==> src/rtl/kwm_pkg.sv <==
// Shared definitions for the k-way sorted merge core.
// Holds the sizing constants, operation and status codes, the controller state type
// and the structures passed along the row of list cells. Depends on nothing.
package kwm_pkg;

   localparam int LISTS      = 8;
   localparam int LIST_DEPTH = 16;
   localparam int DATA_W     = 32;

   localparam int LIST_IDX_W = (LISTS > 1) ? $clog2(LISTS) : 1;
   localparam int PTR_W      = (LIST_DEPTH > 1) ? $clog2(LIST_DEPTH) : 1;
   localparam int CNT_W      = $clog2(LIST_DEPTH + 1);
   localparam int SCAN_W     = (LISTS > 1) ? $clog2(LISTS) : 1;

   localparam logic OP_APPEND = 1'b0;
   localparam logic OP_TAKE   = 1'b1;

   localparam logic [1:0] STATUS_OK    = 2'd0;
   localparam logic [1:0] STATUS_FULL  = 2'd1;
   localparam logic [1:0] STATUS_EMPTY = 2'd2;

   typedef enum logic [1:0] {
      ST_IDLE,
      ST_SCAN,
      ST_POP
   } state_type;

   // Running minimum handed from one cell to the next.
   typedef struct packed {
      logic                     found;
      logic [LIST_IDX_W-1:0]    idx;
      logic signed [DATA_W-1:0] val;
   } carry_type;

   // Occupancy flags that each cell reports to the controller.
   typedef struct packed {
      logic nonempty;
      logic full;
   } cell_status_type;

   localparam carry_type CARRY_NONE = '{found: 1'b0, idx: '0, val: '0};

endpackage

==> src/rtl/kwm_cell.sv <==
// One list cell of the merge core: a ring queue with its head pointer and count.
// It also folds its head value into the running minimum passed along the row.
// Depends on kwm_pkg.
module kwm_cell (
   input  logic                             clock,
   input  logic                             reset,
   input  logic [kwm_pkg::LIST_IDX_W-1:0]   cell_idx,
   input  logic                             wr_en,
   input  logic [kwm_pkg::DATA_W-1:0]       wr_data,
   input  logic                             pop_en,
   input  kwm_pkg::carry_type               carry_in,
   output kwm_pkg::carry_type               carry_out,
   output kwm_pkg::cell_status_type         cell_status
);
   import kwm_pkg::*;

   localparam int SUM_W = PTR_W + 1;

   logic [DATA_W-1:0] list_mem_ff [LIST_DEPTH];
   logic [DATA_W-1:0] rd_data_ff;
   logic [PTR_W-1:0]  head_ptr_ff, head_ptr_in;
   logic [CNT_W-1:0]  count_ff, count_in;
   carry_type         carry_ff, carry_in_next;
   logic [SUM_W-1:0]  tail_sum;
   logic [SUM_W-1:0]  tail_wrap;
   logic [PTR_W-1:0]  tail_ptr;
   logic              nonempty;
   logic              take_own;

   assign nonempty  = (count_ff != '0);
   assign tail_sum  = SUM_W'(head_ptr_ff) + SUM_W'(count_ff);
   assign tail_wrap = (tail_sum >= SUM_W'(LIST_DEPTH)) ? tail_sum - SUM_W'(LIST_DEPTH)
                                                       : tail_sum;
   assign tail_ptr  = tail_wrap[PTR_W-1:0];

   always_comb begin
      head_ptr_in = head_ptr_ff;
      count_in    = count_ff;
      if (wr_en) begin
         count_in = count_ff + CNT_W'(1);
      end else if (pop_en) begin
         count_in    = count_ff - CNT_W'(1);
         head_ptr_in = (head_ptr_ff == PTR_W'(LIST_DEPTH - 1)) ? '0
                                                               : head_ptr_ff + PTR_W'(1);
      end
   end

   // Strict compare keeps the lower-numbered list on equal heads.
   always_comb begin
      take_own = nonempty &&
                 (!carry_in.found || ($signed(rd_data_ff) < carry_in.val));
      carry_in_next = carry_in;
      if (take_own) begin
         carry_in_next.found = 1'b1;
         carry_in_next.idx   = cell_idx;
         carry_in_next.val   = $signed(rd_data_ff);
      end
   end

   always_ff @(posedge clock) begin
      if (reset) begin
         head_ptr_ff <= '0;
         count_ff    <= '0;
      end else begin
         head_ptr_ff <= head_ptr_in;
         count_ff    <= count_in;
      end
   end

   always_ff @(posedge clock) begin
      if (wr_en) begin
         list_mem_ff[tail_ptr] <= wr_data;
      end
      rd_data_ff <= list_mem_ff[head_ptr_ff];
      carry_ff   <= carry_in_next;
   end

   assign carry_out            = carry_ff;
   assign cell_status.nonempty = nonempty;
   assign cell_status.full     = (count_ff == CNT_W'(LIST_DEPTH));

endmodule

==> src/rtl/k_way_sorted_merge_core.sv <==
// Top level of the k-way sorted merge core.
// Instantiates one kwm_cell per list and the controller that sequences takes.
// Depends on kwm_pkg and kwm_cell.
//
// Usage: each item on the req_ channel is either an append (req_op = 0), which
// pushes req_value onto the tail of list req_list_id, or a take (req_op = 1),
// which removes the smallest head value over all non-empty lists. Every item
// produces exactly one item on the rsp_ channel with a value and a status:
// ok, list full (the appended value was dropped, also for a list number beyond
// the last list), or all lists empty. Appends and failed takes return zero.
//
// An append is handled in the cycle it is accepted, and its result is in the
// output register in the next cycle, so appends stream at one per cycle while
// no result is stalled. A take walks a running minimum down the row of list
// cells, one cell per cycle, and then pops the winning list; the scan length is
// set by the length of the cell chain, and the input stays closed until the pop.
//
// Reset is synchronous and active high. It empties every list and the output
// register; queue contents are not cleared and are never read before written.
// When the receiver stalls, the result stays in the output register. A take
// may still be accepted and scanned meanwhile; it waits at its pop step until
// the output register frees up. An append waits at the input while a result
// is stalled, since it needs the output register in the cycle it is taken.
module k_way_sorted_merge_core (
   input  logic                              clock,
   input  logic                              reset,
   input  logic                              req_valid,
   output logic                              req_stall,
   input  logic                              req_op,
   input  logic [2:0]                        req_list_id,
   input  logic signed [kwm_pkg::DATA_W-1:0] req_value,
   output logic                              rsp_valid,
   input  logic                              rsp_stall,
   output logic signed [kwm_pkg::DATA_W-1:0] rsp_value_out,
   output logic [1:0]                        rsp_status
);
   import kwm_pkg::*;

   state_type                state_ff, state_in;
   logic [SCAN_W-1:0]        scan_cnt_ff, scan_cnt_in;
   logic                     rsp_valid_ff, rsp_valid_in;
   logic signed [DATA_W-1:0] rsp_value_ff, rsp_value_in;
   logic [1:0]               rsp_status_ff, rsp_status_in;

   carry_type                carry_chain [LISTS];
   cell_status_type          cell_status [LISTS];
   logic [LISTS-1:0]         wr_en;
   logic [LISTS-1:0]         pop_en;
   logic [LISTS-1:0]         target_full;

   logic                     req_accept;
   logic                     rsp_free;
   logic                     append_ok;
   logic                     append_full;
   logic                     pop_fire;
   carry_type                winner;

   // The output register can take a new result when empty or being drained.
   assign rsp_free   = !rsp_valid_ff || !rsp_stall;
   // An append needs the output register at once; a take does not.
   assign req_stall  = (state_ff != ST_IDLE) ||
                       ((req_op == OP_APPEND) && !rsp_free);
   assign req_accept = req_valid && !req_stall;

   // The last cell's carry holds the overall minimum once the scan is done.
   assign winner   = carry_chain[LISTS-1];
   assign pop_fire = (state_ff == ST_POP) && rsp_free;

   // A list number beyond the row counts as a full list.
   assign append_full = (32'(req_list_id) >= 32'(LISTS)) || (|target_full);
   assign append_ok   = req_accept && (req_op == OP_APPEND) && !append_full;

   for (genvar i = 0; i < LISTS; i++) begin : g_cell
      carry_type cell_carry_in;

      assign target_full[i] = (int'(req_list_id) == i) && cell_status[i].full;
      assign wr_en[i]       = append_ok && (int'(req_list_id) == i);
      assign pop_en[i]      = pop_fire && winner.found &&
                              (winner.idx == LIST_IDX_W'(i));

      if (i == 0) begin : g_head
         assign cell_carry_in = CARRY_NONE;
      end else begin : g_body
         assign cell_carry_in = carry_chain[i-1];
      end

      kwm_cell u_cell (
         .clock       (clock),
         .reset       (reset),
         .cell_idx    (LIST_IDX_W'(i)),
         .wr_en       (wr_en[i]),
         .wr_data     (req_value),
         .pop_en      (pop_en[i]),
         .carry_in    (cell_carry_in),
         .carry_out   (carry_chain[i]),
         .cell_status (cell_status[i])
      );
   end

   always_comb begin
      state_in      = state_ff;
      scan_cnt_in   = scan_cnt_ff;
      rsp_valid_in  = rsp_valid_ff;
      rsp_value_in  = rsp_value_ff;
      rsp_status_in = rsp_status_ff;

      if (rsp_valid_ff && !rsp_stall) begin
         rsp_valid_in = 1'b0;
      end

      unique case (state_ff)
         ST_IDLE: begin
            scan_cnt_in = '0;
            if (req_accept) begin
               if (req_op == OP_TAKE) begin
                  state_in = ST_SCAN;
               end else begin
                  rsp_valid_in  = 1'b1;
                  rsp_value_in  = '0;
                  rsp_status_in = append_full ? STATUS_FULL : STATUS_OK;
               end
            end
         end
         ST_SCAN: begin
            // One cell of the chain settles per cycle.
            if (scan_cnt_ff == SCAN_W'(LISTS - 1)) begin
               state_in = ST_POP;
            end else begin
               scan_cnt_in = scan_cnt_ff + SCAN_W'(1);
            end
         end
         ST_POP: begin
            if (rsp_free) begin
               state_in     = ST_IDLE;
               rsp_valid_in = 1'b1;
               if (winner.found) begin
                  rsp_value_in  = winner.val;
                  rsp_status_in = STATUS_OK;
               end else begin
                  rsp_value_in  = '0;
                  rsp_status_in = STATUS_EMPTY;
               end
            end
         end
         default: begin
            state_in = ST_IDLE;
         end
      endcase
   end

   always_ff @(posedge clock) begin
      if (reset) begin
         state_ff     <= ST_IDLE;
         scan_cnt_ff  <= '0;
         rsp_valid_ff <= 1'b0;
      end else begin
         state_ff     <= state_in;
         scan_cnt_ff  <= scan_cnt_in;
         rsp_valid_ff <= rsp_valid_in;
      end
   end

   always_ff @(posedge clock) begin
      rsp_value_ff  <= rsp_value_in;
      rsp_status_ff <= rsp_status_in;
   end

   assign rsp_valid     = rsp_valid_ff;
   assign rsp_value_out = rsp_value_ff;
   assign rsp_status    = rsp_status_ff;

endmodule

==> config.mk <==
export PLATFORM = sky130hd
export DESIGN_NAME = k_way_sorted_merge_core
export DESIGN_NICKNAME = d
export VERILOG_FILES = /design/src/rtl/kwm_pkg.sv /design/src/rtl/kwm_cell.sv /design/src/rtl/k_way_sorted_merge_core.sv
export SDC_FILE = /design/constraint.sdc
export NUM_CORES = 2
export LEC_CHECK = 0
export BUFFER_PORTS_ARGS = -buffer_cell sky130_fd_sc_hd__buf_4
export CAP_MARGIN = 20
export CORE_ASPECT_RATIO = 0.5
export CORE_UTILIZATION = 25
export DETAILED_ROUTE_END_ITERATION = 6
export PLACE_DENSITY = 0.49
export SYNTH_ARGS = -nofsm -noshare
export SYNTH_HDL_FRONTEND = slang
export SYNTH_HIERARCHICAL = 1
export SYNTH_SLANG_ARGS = --single-unit
==> constraint.sdc <==
create_clock -name clock -period 11.61 [get_ports clock]
set_clock_uncertainty 0.1 [all_clocks]
set_input_delay 0 -clock clock [delete_from_list [all_inputs] [get_ports clock]]
set_output_delay 0 -clock clock [all_outputs]
set_load 0.1 [all_outputs]
==> flow_metrics.tcl <==
set metrics [dict create \
    crit_path_end_kind "register" \
    post_dp_cell_area_um2 200000 \
    place.detailed.hpwl_mm 296 \
    clock_sinks 4752 \
    rrSetupSlack_ns 6.82 \
    status "completed" \
    maxSlewViolCount 0 \
    synth_area_um2 185000 \
    viasPerCell 4.51 \
    port_buffers 75 \
    area_delta_synth_final_pct 17.0 \
    ff2ff_path_depth 8 \
    peakVddDrop_v 0.000139 \
    drt-total-wl_mm 509 \
    hp-class "primary input to register" \
    grtUsageTotal_pct 13.3 \
    syn_avg_cell_area_um2 20.7 \
    required_ns 12.21 \
    fp.dieArea_um2 745000 \
    numCtsBuffers 470 \
    postCtsResizedCells 0 \
    holdPathEnd "g_cell[2].u_cell/list_mem_ff[10][27]" \
    final_area_um2 217000 \
    cts_tree "yes" \
    regArea_um2 137000 \
    hp-start "req_value[27]" \
    relSlewSlack_pct 17.0 \
    die_h_um 611 \
    cp_max_fo 20 \
    r2r-end "g_cell[4].u_cell/list_mem_ff[4][25]" \
    ys_warn_count 6 \
    p_leak_nw 67.5 \
    grt_max_degree 83 \
    startpoint_type "register" \
    dr.pass1.iters 7 \
    clock.fmax_mhz 209 \
    die_w_mm 1.22 \
    root_buffer "clkbuf_16" \
    overflow 0 \
    fp-row-count 223 \
    final-setup-viol-count 0 \
    insertion_delay_ns 1.07 \
    coreArea_um2 738000 \
    hold_viol_final 0 \
    pwr_density_cell_nw_per_um2 167 \
    cts_setup_buffers 0 \
    drive_above_1_share_pct 28.4 \
    worstReg2RegStart "state_ff[1]" \
    drt-wirelength-per-cell_um 25.6 \
    gp_congestion 0.796 \
    cts-htree-levels 5 \
    maxCapViolations 0 \
    grt_pass1_wl_mm 717 \
    synthCells 8957 \
    fin_crit_ns 4.79 \
    fin_crit_sh_pct 41.2 \
    rsz0062_at_grt "no" \
    start_util_pct 25.1 \
    drt_iter0_drc 8968 \
    multi_input_area_um2 47000 \
    nets 9879 \
    num_io_pins 76 \
    power_mw 36.1 \
    critical_path_class "register to register" \
    fillers 71700 \
    worstPathArrival_ns 5.39 \
    grt_pass1_vias 91700 \
    ant_nets 0 \
    drc_errors 0 \
    antenna_found_initial 67 \
    min_path_cells 2 \
    fin_tns_setup_ns 0 \
    cts.path.max_buffers 4 \
    vias 89500 \
    clk_pin_slew_ns 0.07 \
    worst_pin_slew_ns 1.24 \
]
[worst max-delay path: stages (launching register included)]
cell and delay [ns]:
dfxtp_1 0.42, nor2_1 0.27, nand4_1 0.12, dlygate4sd3_1 0.61, nor2_1 0.92, inv_1 0.40
or3_1 0.64, nor2_4 0.48, buf_4 0.43
[per-stage QoR]
stage          util (%)  hold slack [ns]  cells  setup slack, ns
2_1_floorplan         -          -0.0309   9065             7.39
3_3_place_gp       27.0            0.326  18800             6.99
3_5_place_dp       27.1            0.331  18900             6.98
4_1_cts            29.3          0.00336  19800             6.75
5_1_grt            29.3           0.0514  19800             6.68
6_report           29.4           0.0421  19900             6.82
[area by class of cell]
type	instances	area share, %
tap	9900	5.72
clock inverter	257	1.25
antenna	31	0.0358
timing repair buffer	423	1.77
multi-input combinational	3599	21.7
inverter	271	0.470
sequential	4752	63.0
clock buffer	635	6.05
[worst max path at each step]
| stage | from | to | slack, ns |
|---|---|---|---|
| 6_report | state_ff[1] | g_cell[4].u_cell/list_mem_ff[4][25] | 6.82 |
| 5_1_grt | g_cell[4].u_cell/count_ff[1] | g_cell[0].u_cell/list_mem_ff[12][31] | 6.68 |
| 4_1_cts | g_cell[4].u_cell/count_ff[1] | g_cell[0].u_cell/list_mem_ff[12][27] | 6.75 |
| 3_5_place_dp | g_cell[4].u_cell/count_ff[1] | g_cell[4].u_cell/list_mem_ff[4][0] | 6.98 |
| 3_3_place_gp | g_cell[1].u_cell/head_ptr_ff[1] | g_cell[1].u_cell/list_mem_ff[8][18] | 6.99 |
| 2_1_floorplan | rsp_valid | g_cell[0].u_cell/list_mem_ff[0][0] | 7.39 |
[flip-flops by register name, indices dropped and copies added, names as in the netlist]
| register | flops |
|---|---|
| g_cell.u_cell/head_ptr_ff | 32 |
| g_cell.u_cell/carry_out | 288 |
| rsp_status | 2 |
| g_cell.u_cell/list_mem_ff | 4096 |
| g_cell.u_cell/rd_data_ff | 256 |
| state_ff | 2 |
| rsp_valid | 1 |
| g_cell.u_cell/count_ff | 40 |
| rsp_value_out | 32 |
| scan_cnt_ff | 3 |
[report_power, final]
part	internal [mW]	switching, mW
Sequential	18.8	0.242
Combinational	0.492	1.02
Clock	8.86	6.73
[repair_timing]
item | CTS | global route
setup endpoints to repair | 0 | 0
hold buffers | 88 | 1
hold endpoints to repair | 3116 | 8
[metal layers]
metal  vias up  routed length [µm]  share of wire (%)  track usage, %
met5         -                  34             0.0067               0
met1     48600              230000                 45            19.0
met3       607               26800                5.3            1.71
li1      37800                   -                  -               -
met2      2550              240000                 47            21.6
met4         6               12300                2.4            3.25
[cells in the final DEF, fill, tap and decap left out, drive strengths merged, types with 24 or more instances in the layout]
cell         count
conb           110
xor2            40
o21ai           69
dfxtp          622
a41oi           38
ha             306
clkinv         178
xnor2           40
bufinv          41
nand2          387
a21o            38
nor2           249
buf            344
inv            293
dlygate4sd3     79
mux2           141
o211ai         284
and2            43
a21oi          179
and3            45
mux4          1280
clkbuf         635
nor3b           38
nor3            24
nand4           38
edfxtp        4130
diode           31
nand3           57
Note: power is estimated with default switching activity, not from simulation.
